--- config.mk ---
export PLATFORM = sky130hd
export DESIGN_NAME = dnps_div
export DESIGN_NICKNAME = d
export VERILOG_FILES = /design/src/dnps_pkg.sv /design/src/dnps_div.sv
export SDC_FILE = /design/constraint.sdc
export NUM_CORES = 1
export LEC_CHECK = 0
export ABC_AREA = 1
export BUFFER_PORTS_ARGS = -buffer_cell sky130_fd_sc_hd__buf_4
export CAP_MARGIN = 5
export CORE_UTILIZATION = 50
export CTS_CLUSTER_SIZE = 25
export DETAILED_ROUTE_END_ITERATION = 10
export GPL_TIMING_DRIVEN = 0
export PLACE_DENSITY_LB_ADDON = 0.12
export SKIP_LAST_GASP = 1
export SLEW_MARGIN = 20
export SYNTH_ARGS = -nofsm -noshare
export SYNTH_HDL_FRONTEND = slang
export SYNTH_SLANG_ARGS = --single-unit
--- constraint.sdc ---
create_clock -name clk -period 8.1 [get_ports clk]
set_input_delay 1.215 -clock clk [delete_from_list [all_inputs] [get_ports clk]]
set_output_delay 1.215 -clock clk [all_outputs]
set_load 0.03 [all_outputs]
--- src/dnps_pkg.sv ---
// Shared constants, types and table builder for the day/night pixel shader.
// Depends on nothing; every other file imports it.
package dnps_pkg;

    // Map and angle geometry
    localparam int MAX_WIDTH          = 256;
    localparam int TRIG_FRACTION_BITS = 16;
    localparam int ANG_W              = 16;
    localparam int X_W                = 8;
    localparam int Y_W                = 7;
    localparam int H_W                = 8;
    localparam int W_W                = 9;
    localparam int PIX_W              = 8;
    localparam logic [ANG_W-1:0] QUARTER_TURN = 16'h4000;

    // Quarter-wave sine table
    localparam int TAB_TOP  = 1024;
    localparam int TAB_SIZE = TAB_TOP + 1;
    localparam int TAB_AW   = $clog2(TAB_SIZE);
    localparam int TAB_DW   = TRIG_FRACTION_BITS + 1;
    localparam int SV_W     = TAB_DW + 1;
    localparam longint unsigned PI_Q30 = 64'd3373259426;
    localparam int SERIES_TERMS = 6;
    localparam longint unsigned TERM_DIV [SERIES_TERMS] = '{6, 20, 42, 72, 110, 156};

    // Pipelined long division
    localparam int DEN_W      = ($clog2(MAX_WIDTH) + 1 > H_W + 1) ?
                                ($clog2(MAX_WIDTH) + 1) : (H_W + 1);
    localparam int NUM_W      = X_W + ANG_W;
    localparam int QUO_W      = ANG_W;
    localparam int DIV_STEP   = 4;
    localparam int DIV_STAGES = (NUM_W + DIV_STEP - 1) / DIV_STEP;

    // Register map
    localparam int ADDR_W = 5;
    localparam logic [2:0] REG_SUN_LON = 3'd0;
    localparam logic [2:0] REG_SUN_DEC = 3'd1;
    localparam logic [2:0] REG_WIDTH   = 3'd2;
    localparam logic [2:0] REG_HEIGHT  = 3'd3;
    localparam logic [2:0] REG_MONO    = 3'd4;

    typedef logic [TAB_DW-1:0] sin_tab_t [TAB_SIZE];

    // Table read request: quarter-wave address and sign of the result
    typedef struct packed {
        logic [TAB_AW-1:0] addr;
        logic              neg;
    } sin_req_t;

    // One table entry, round(sin(i*pi/2048) * 2^F) by a truncated series
    function automatic logic [TAB_DW-1:0] quarter_entry(int unsigned i);
        longint unsigned t;
        longint unsigned term;
        longint          sum;
        t    = (longint'(i) * PI_Q30) >> 11;
        term = t;
        sum  = longint'(t);
        for (int k = 1; k <= SERIES_TERMS; k++)
        begin
            term = (((term * t) >> 30) * t) >> 30;
            term = term / TERM_DIV[k-1];
            if (k % 2 == 1)
                sum = sum - longint'(term);
            else
                sum = sum + longint'(term);
        end
        if (sum < 0)
            sum = 0;
        sum = (sum + (longint'(1) << (30 - TRIG_FRACTION_BITS - 1)))
              >>> (30 - TRIG_FRACTION_BITS);
        return TAB_DW'(sum);
    endfunction

    function automatic sin_tab_t build_sin_tab();
        sin_tab_t tab;
        for (int i = 0; i < TAB_SIZE; i++)
            tab[i] = quarter_entry(i);
        return tab;
    endfunction

    // Fold a full-turn angle onto the quarter-wave table
    function automatic sin_req_t sin_req(logic [ANG_W-1:0] a);
        sin_req_t r;
        logic [TAB_AW-1:0] j;
        j = TAB_AW'(a[ANG_W-3:4]);
        r.addr = a[ANG_W-2] ? (TAB_AW'(TAB_TOP) - j) : j;
        r.neg  = a[ANG_W-1];
        return r;
    endfunction

endpackage

--- src/dnps_div.sv ---
// Pipelined restoring divider, DIV_STEP quotient bits per stage.
// Depends on dnps_pkg; keeps the low QUO_W bits of the quotient.
module dnps_div import dnps_pkg::*;
(
    input  logic             clk,
    input  logic [NUM_W-1:0] num_in,
    input  logic [DEN_W-1:0] den_in,
    output logic [QUO_W-1:0] quo_out
);

    logic [NUM_W-1:0] num_reg [DIV_STAGES];
    logic [DEN_W-1:0] rem_reg [DIV_STAGES];
    logic [QUO_W-1:0] quo_reg [DIV_STAGES];
    logic [DEN_W-1:0] den_reg [DIV_STAGES];

    for (genvar s = 0; s < DIV_STAGES; s++)
    begin : g_stage
        logic [NUM_W-1:0] n_in;
        logic [DEN_W-1:0] r_in;
        logic [QUO_W-1:0] q_in;
        logic [DEN_W-1:0] d_in;
        logic [NUM_W-1:0] num_next;
        logic [DEN_W-1:0] rem_next;
        logic [QUO_W-1:0] quo_next;

        if (s == 0)
        begin : g_first
            assign n_in = num_in;
            assign r_in = '0;
            assign q_in = '0;
            assign d_in = den_in;
        end
        else
        begin : g_rest
            assign n_in = num_reg[s-1];
            assign r_in = rem_reg[s-1];
            assign q_in = quo_reg[s-1];
            assign d_in = den_reg[s-1];
        end

        // Shift in numerator bits, subtract where the divisor fits
        always_comb
        begin
            logic [DEN_W:0] sh;
            num_next = n_in;
            rem_next = r_in;
            quo_next = q_in;
            for (int k = 0; k < DIV_STEP; k++)
            begin
                sh       = {rem_next, num_next[NUM_W-1]};
                num_next = {num_next[NUM_W-2:0], 1'b0};
                if (sh >= {1'b0, d_in})
                begin
                    rem_next = DEN_W'(sh - {1'b0, d_in});
                    quo_next = {quo_next[QUO_W-2:0], 1'b1};
                end
                else
                begin
                    rem_next = sh[DEN_W-1:0];
                    quo_next = {quo_next[QUO_W-2:0], 1'b0};
                end
            end
        end

        always_ff @(posedge clk)
        begin
            num_reg[s] <= num_next;
            rem_reg[s] <= rem_next;
            quo_reg[s] <= quo_next;
            den_reg[s] <= d_in;
        end
    end

    assign quo_out = quo_reg[DIV_STAGES-1];

endmodule

==> impl_metrics.ini, run 1 <==
[layout]
layout_common_cells = nand2_1, inv_1, ha_1
n_antenna_cell = 0
largest_reg_flops = 60
fill_cells = 2981
nNetsFinal = 2517
layout-drive-gt1-share_pct = 10.8
syn2layout_area_growth_pct = 9.25
layout_commonest_cell = nand2_1
final_util_pct = 55.9

[die]
die_area_um2 = 32200
rows = 64
io_pins = 50
start_util_pct = 51.1
fp.dieH_um = 180
coreArea_um2 = 30800
die_w_um = 180

[clock_network]
cts-htree-levels = 4
hold_buffers = 0
root_buffer = clkbuf_16
clock_path_buffers = 2
clk_pin_slew_ps = 70
cts_tree = yes
cts.sinks = 190
cts_buffers = 17
clkLatencyLatePin_ps = 450

[setup_path]
reg2reg_slack_ps = 740
reg2reg_depth = 43
cp-startpoint = den_reg[0][1]
crit_top_cell = nand2_1
r2r_start = den_reg[0][1]
cpMaxStageDelayCell = dfxtp_1
critPathMaxFanout = 10
crit_path_end = rem_reg[1][5]
slowest_delay_ps = 570
cp-end-kind = flip-flop
path_class = flip-flop to flip-flop
startpoint_type = flip-flop
r2r-end = rem_reg[1][5]
required_ps = 8500
worstPathArrival_ps = 7760

[synthesis]
synthTopCellsByArea = dfxtp_1, ha_1, nand2_1
synth.yosys.seq_area_share_pct = 24.1
synthArstFlopShare_pct = 0
synth.lib_cells_used.distinct = 47
synthFlopType = dfxtp_1
syn_area_um2 = 15800
yosysWarnings = 0
synth_cells = 2184
synth-edff-count = 0
ys_ff_latch = 190
synth_top_area_cell = dfxtp_1
syn_area_per_cell_um2 = 7.22
synthDominantCellAreaShare_pct = 24.1
syn_nets = 2449

[timing]
slew_viol_final = 0
worst_slew_pin_slew_ps = 481
tns_ps = 0
period_needed_ps = 7360
final.setup.worst_slack_ps = 737
fin_skew_ps = 10.6
slew_headroom_pct = 67.6
rsz0062_at_grt = no
timing.fmax_ghz = 0.136
final_hold_viol_count = 0
fin_crit_sh_pct = 90.9
final-setup-viol-count = 0
holdWs_ps = 327

[global_routing]
grt_pass1_wl_um = 62800
grt_antenna_before_repair = 0
grt_max_degree = 20
grt_pass1_vias = 13000
grt_util_all_layers_pct = 23.8
grt-ovfl-total = 0

[placed_design]
dp_slack_ps = 405
place_congestion = 0.909
portBuffers = 49
hpwl_um = 30000

[routing]
drt_iter0_drc = 823
first_pass_iters = 10
vias_per_cell = 5.16
antenna_left = 0
wl_per_cell_um = 14.0
drc = 1
vias = 13700
wirelength_um = 37200

[status]
status = complete, but fails checks
violations = design-rule violations

[flow_run]
maxCapViolations = 0

[min_path]
hold_depth = 0
min-delay-path-class = flip-flop to flip-flop
[how the worst min path moves through the flow]
stage                        start              to
global placement     num_reg[1][8]  num_reg[2][12]
global route         num_reg[1][4]   num_reg[2][8]
detailed placement   num_reg[1][4]   num_reg[2][8]
CTS                 num_reg[3][15]  num_reg[4][19]
floorplan            num_reg[0][6]  num_reg[1][10]
finish              num_reg[3][15]  num_reg[4][19]
[synthesized netlist by cell type, types with 26 or more instances]
library cell,number
nor2_1,103
o21ai_1,28
dfxtp_1,190
nand2_1,628
a21oi_1,101
o21ai_0,71
inv_1,296
ha_1,209
nand3_1,126
xnor2_1,50
nand2_2,26
xor2_1,79
[cell families after synthesis]
logic type      Yosys count  share of synthesized area, %
buf+inv                 325                          8.34
simple gates           1009                          29.4
xor+xnor                129                          7.17
flops                   190                          24.1
fa+ha+maj               231                          19.4
compound gates          300                          11.5
[cell type report]
type	count	area [um^2]	share of cell area (%)
buffer	16	153	0.886
clock inverter	15	170	0.988
multi-input combinational	1669	10600	61.8
sequential	190	3800	22.1
tap	396	495	2.88
clock buffer	17	425	2.47
timing repair buffer	49	368	2.14
inverter	309	1160	6.75
[critical path: cells and delay by family, from the launching register on]
| family | cells | cell delay [ps] |
|---|---|---|
| AND/OR/NAND/NOR | 25 | 2640 |
| adder cells (fa/ha/maj) | 4 | 1450 |
| buffers and inverters | 5 | 760 |
| flip-flops | 1 | 570 |
| AO/OA/AOI/OAI | 9 | 1860 |
[per-stage QoR]
step | instances | cell area (um^2)
2_1_floorplan | 2184 | 15800
3_3_place_gp | 2629 | 16600
3_5_place_dp | 2629 | 16600
4_1_cts | 2661 | 17200
5_1_grt | 2661 | 17200
6_report | 2661 | 17200
[layer usage]
metal	wire length (um)	up-vias	GRT usage, %
met5	0	-	0
met4	711	0	6.72
met3	1280	43	3.46
met2	17200	269	40.6
met1	18000	6191	31.3
li1	-	7221	-
[what timing repair did]
action                                  in CTS  in global routing
buffers inserted                             0                  0
hold endpoints to repair                     0                  0
endpoints found under the setup margin       0                 27
resized for setup                            0                  3
Power of run 1 is left out: the tool's default activity adds up to more than one toggle a clock period on the data nets, which glitch-free logic cannot reach.
==> run 2, diff against run 1 <==
- TNS_END_PERCENT: unset -> 100
- clock period: 8.1 -> 6.43 ns (I/O delays scaled with it)
==> run 2 against run 1 <==
The run still ends with design-rule violations left. Non-clock buffer count is 121 higher. Critical path depth is 1 lower. Worst setup slack lost 490 ps. Clock skew decreased by 0.72 ps. Die area stayed put. First-iteration DRC count grew 5.1%. Wire length rose by 13%. Fmax increased by 19%. Global-route usage grew 1.1 points. Hold slack hardly changed. Sequential share of layout area fell by 2.7 points. Critical endpoint is now rem_reg[2][3]. Largest cell class unchanged.
==> impl_metrics.ini, run 2 (same netlist as run 1, synthesis figures left out) <==
[clock_network]
cts_tree = yes
cts_buffers = 17
hold_buffers = 0
clkLatencyLatePin_ps = 460
clk_pin_slew_ps = 70
clock_path_buffers = 2
cts-htree-levels = 4
root_buffer = clkbuf_16
cts.sinks = 190

[min_path]
hold_depth = 0
min-delay-path-class = flip-flop to flip-flop
min_from = num_reg[3][15]

[timing]
final_hold_viol_count = 0
worst_slew_pin_slew_ps = 484
slew_viol_final = 0
fin_crit_sh_pct = 96.2
timing.fmax_ghz = 0.162
rsz0062_at_grt = yes
period_needed_ps = 6190
fin_skew_ps = 9.90
slew_headroom_pct = 67.4
tns_ps = 0
holdWs_ps = 327
final-setup-viol-count = 0

[global_routing]
met1_usage_pct = 32.6
grt-ovfl-total = 0
grt_pass1_wl_um = 65700
grt_pass1_vias = 13600
use_met2_pct = 42.7
grt_antenna_before_repair = 0
use_met3_pct = 3.42
grt.busiest_layer = met2
grt_util_all_layers_pct = 25.0
grt_max_degree = 20

[layout]
fin_area_um2 = 19800
n_antenna_cell = 0
nNetsFinal = 2646
layout-drive-gt1-share_pct = 27.4
fill_cells = 2656
layout_common_cells = nand2_1, inv_1, dfxtp_1
syn2layout_area_growth_pct = 25.8
largest_reg_flops = 60
layout_commonest_cell = nand2_1

[routing]
first_pass_iters = 10
vias_per_cell = 5.25
wirelength_um = 42000
antenna_left = 0
drt_iter0_drc = 865
vias = 14700
drc = 1
wl_per_cell_um = 15.0

[setup_path]
startpoint_type = flip-flop
cp-end-kind = flip-flop
critPathMaxFanout = 11
r2r_start = den_reg[1][5]
worstPathArrival_ps = 6590
cp-startpoint = den_reg[1][5]
slowest_delay_ps = 390
crit_top_cell = nand2_1
cpMaxStageDelayCell = dfxtp_1
path_class = flip-flop to flip-flop
reg2reg_depth = 42
required_ps = 6830
reg2reg_slack_ps = 240

[die]
die_w_um = 180
start_util_pct = 51.1
fp.dieH_um = 180
rows = 64
die_area_um2 = 32200
io_pins = 50
coreArea_um2 = 30800

[placed_design]
portBuffers = 49
hpwl_um = 30000
place_congestion = 0.909
dpl_cell_area_um2 = 16600

[status]
violations = design-rule violations
status = complete, but fails checks

[flow_run]
maxCapViolations = 0
## run 2: changes by cell type in the layout (fill, tap and decap cells not counted), sizes merged
cell      previous run  this run
a21boi               6         9
inv                318       314
nor2               123       125
clkinv               5         6
nand3              149       152
clkinvlp             0         3
buf                 65       186
## run 2: worst max-delay path: cells and delay by family (launching register included)
kind,cells,cell delay (ps)
simple gates,21,1990
buf+inv,7,880
compound gates,10,1670
fa+ha+maj,4,1210
flops,1,390
## run 2: stage by stage
| stage | utilization [%] | worst slack, ps | cells |
|---|---|---|---|
| final | 64.3 | 245 | 2790 |
| after global routing | 64.3 | -152 | 2790 |
| after CTS | 59.0 | 2.46 | 2722 |
| after detailed placement | 53.9 | -1020 | 2629 |
| after global placement | 53.9 | -1050 | 2629 |
| after floorplan | - | 267 | 2184 |
## run 2: area by class of cell
| class | count | area, um^2 | share of cell area (%) |
|---|---|---|---|
| clock inverters | 15 | 170 | 0.858 |
| well taps | 396 | 495 | 2.50 |
| inverters | 309 | 1210 | 6.08 |
| plain buffers | 16 | 181 | 0.915 |
| clock buffers | 17 | 425 | 2.15 |
| multi-input cells | 1677 | 12200 | 61.4 |
| repair buffers | 170 | 1340 | 6.76 |
| flip-flops and latches | 190 | 3840 | 19.4 |
## run 2: final timing paths
kind | to
worst max register to register | rem_reg[2][3]
worst min register to register | num_reg[4][19]
worst min-delay path | num_reg[4][19]
worst max-delay path | rem_reg[2][3]
## run 2: timing repair
action / 4_1_cts / 5_1_grt
resized for setup: 145 / 254
buffers inserted: 56 / 62
gates cloned: 5 / 6
pin swaps: 52 / 85
setup endpoints to repair: 49 / 49
## run 2: routing by layer
layer	vias up	share of wire [%]
li1	7511	-
met5	-	0
met3	63	3.8
met4	0	2.1
met2	315	48
met1	6771	46
Power of run 2 is left out for the same reason.
==> run 3, diff against run 2 <==
- CELL_PAD_IN_SITES_DETAIL_PLACEMENT: unset -> 0
- CELL_PAD_IN_SITES_GLOBAL_PLACEMENT: unset -> 1
- CORE_UTILIZATION: 50 -> 43
- MAX_ROUTING_LAYER: unset -> met4
- RECOVER_POWER: unset -> 25
==> run 3 against run 2 <==
The flow still finishes with violations (design-rule violations). Critical path depth is the same. Fmax is essentially flat. Highest routed layer unchanged. Global-route usage shrank 2.4 points. Clock-buffer cell count grew 3.
==> impl_metrics.ini, run 3 (same netlist as run 1, synthesis figures left out) <==
[status]
status = complete, but fails checks
violations = design-rule violations

[die]
coreArea_um2 = 35800
die_area_um2 = 37400
fp.dieH_um = 193
start_util_pct = 44.0
io_pins = 50
rows = 69
die_w_um = 193

[clock_network]
hold_buffers = 0
clock_path_buffers = 2
cts_buffers = 17
root_buffer = clkbuf_16
clkLatencyLatePin_ps = 450
clk_pin_slew_ps = 80
cts-htree-levels = 4
cts_tree = yes
cts.sinks = 190

[placed_design]
dp_slack_ps = -1090
hpwl_um = 31800
dpl_cell_area_um2 = 16700
place_congestion = 0.875
portBuffers = 49

[timing]
fin_skew_ps = 14.5
period_needed_ps = 6180
tns_ps = 0
final_hold_viol_count = 0
final-setup-viol-count = 0
final.setup.worst_slack_ps = 246
fin_crit_sh_pct = 96.2
slew_headroom_pct = 61.5
holdWs_ps = 326
timing.fmax_ghz = 0.162
slew_viol_final = 0
worst_slew_pin_slew_ps = 572

[min_path]
min_from = num_reg[1][7]
min-delay-path-class = flip-flop to flip-flop
hold_depth = 0
holdPathEnd = num_reg[2][11]

[global_routing]
grt_util_all_layers_pct = 22.6
grt-ovfl-total = 0
grt_pass1_wl_um = 66400
grt_max_degree = 20
grt_antenna_before_repair = 0
grt_pass1_vias = 13500

[setup_path]
crit_top_cell = nand2_1
cp-end-kind = flip-flop
slowest_delay_ps = 420
r2r_start = den_reg[2][0]
r2r-end = rem_reg[3][7]
critPathMaxFanout = 5
reg2reg_depth = 42
path_class = flip-flop to flip-flop
cpMaxStageDelayCell = fa_2
worstPathArrival_ps = 6570
startpoint_type = flip-flop
reg2reg_slack_ps = 250
required_ps = 6810

[layout]
n_antenna_cell = 0
largest_reg_flops = 60
layout-drive-gt1-share_pct = 27.5
fin_area_um2 = 20100
layout_common_cells = nand2_1, inv_1, dfxtp_1
fill_cells = 3421
nNetsFinal = 2635
syn2layout_area_growth_pct = 27.2
layout_commonest_cell = nand2_1

[routing]
drt_iter0_drc = 732
wirelength_um = 42700
vias_per_cell = 5.09
drc = 3
wl_per_cell_um = 15.0
antenna_left = 0
first_pass_iters = 8
vias = 14500

[flow_run]
maxCapViolations = 0
## run 3: changes by cell type in the layout (fill, tap and decap cells not counted), moves of 4 or more
cell     delta
o21ai_2    -11
nand3_1     +5
nand3_2     -7
ha_4        +7
o21ai_0     -4
o21ai_1     +7
buf_4      -14
buf_6       -5
ha_1        -6
o21ai_4     +8
nor2_1      -6
## run 3: layer usage
layer	track usage (%)	vias up	routed length, um
met5	-	-	0
met4	6.07	0	842
met3	2.86	54	1220
met2	38.3	240	20800
met1	28.1	6677	19900
li1	-	7496	-
## run 3: worst max-delay path by stage
stage                               from            end  slack (ps)  cells after the start
after floorplan            den_reg[1][1]  rem_reg[2][0]         270                     42
after global placement         den_in[1]  rem_reg[0][7]       -1110                     37
final                      den_reg[2][0]  rem_reg[3][7]         250                     42
after detailed placement       den_in[1]  rem_reg[0][7]       -1090                     37
after global routing      num_reg[0][19]  rem_reg[1][7]        -130                     48
after CTS                  den_reg[1][2]  rem_reg[2][8]        -0.7                     45
## run 3: layout make-up
class                   instances  area (um^2)  share of cell area [%]
clock inverters                12          144                   0.718
well taps                     461          577                    2.88
repair inverters                2         15.0                  0.0749
clock buffers                  20          447                    2.23
flip-flops and latches        190         3850                    19.2
plain buffers                  16          201                    1.00
repair buffers                156         1230                    6.14
multi-input cells            1678        12400                    61.8
inverters                     309         1200                    5.98
## run 3: through the flow
step | std cells | utilization (%)
6_report | 2844 | 56.0
5_1_grt | 2844 | 56.0
4_1_cts | 2773 | 50.6
3_5_place_dp | 2694 | 46.6
3_3_place_gp | 2694 | 46.6
2_1_floorplan | 2184 | -
## run 3: what timing repair did
action,CTS,global route
buffers inserted,43,60
pin swaps,43,97
setup endpoints to repair,49,49
gates cloned,4,11
resized for setup,138,295
## run 3: critical path: cells and delay by family (launching register included)
| family | cells | cell delay (ps) |
|---|---|---|
| AO/OA/AOI/OAI | 8 | 1290 |
| adder cells (fa/ha/maj) | 5 | 1450 |
| AND/OR/NAND/NOR | 23 | 2350 |
| buffers and inverters | 6 | 620 |
| flip-flops | 1 | 390 |
Power of run 3 is left out for the same reason.
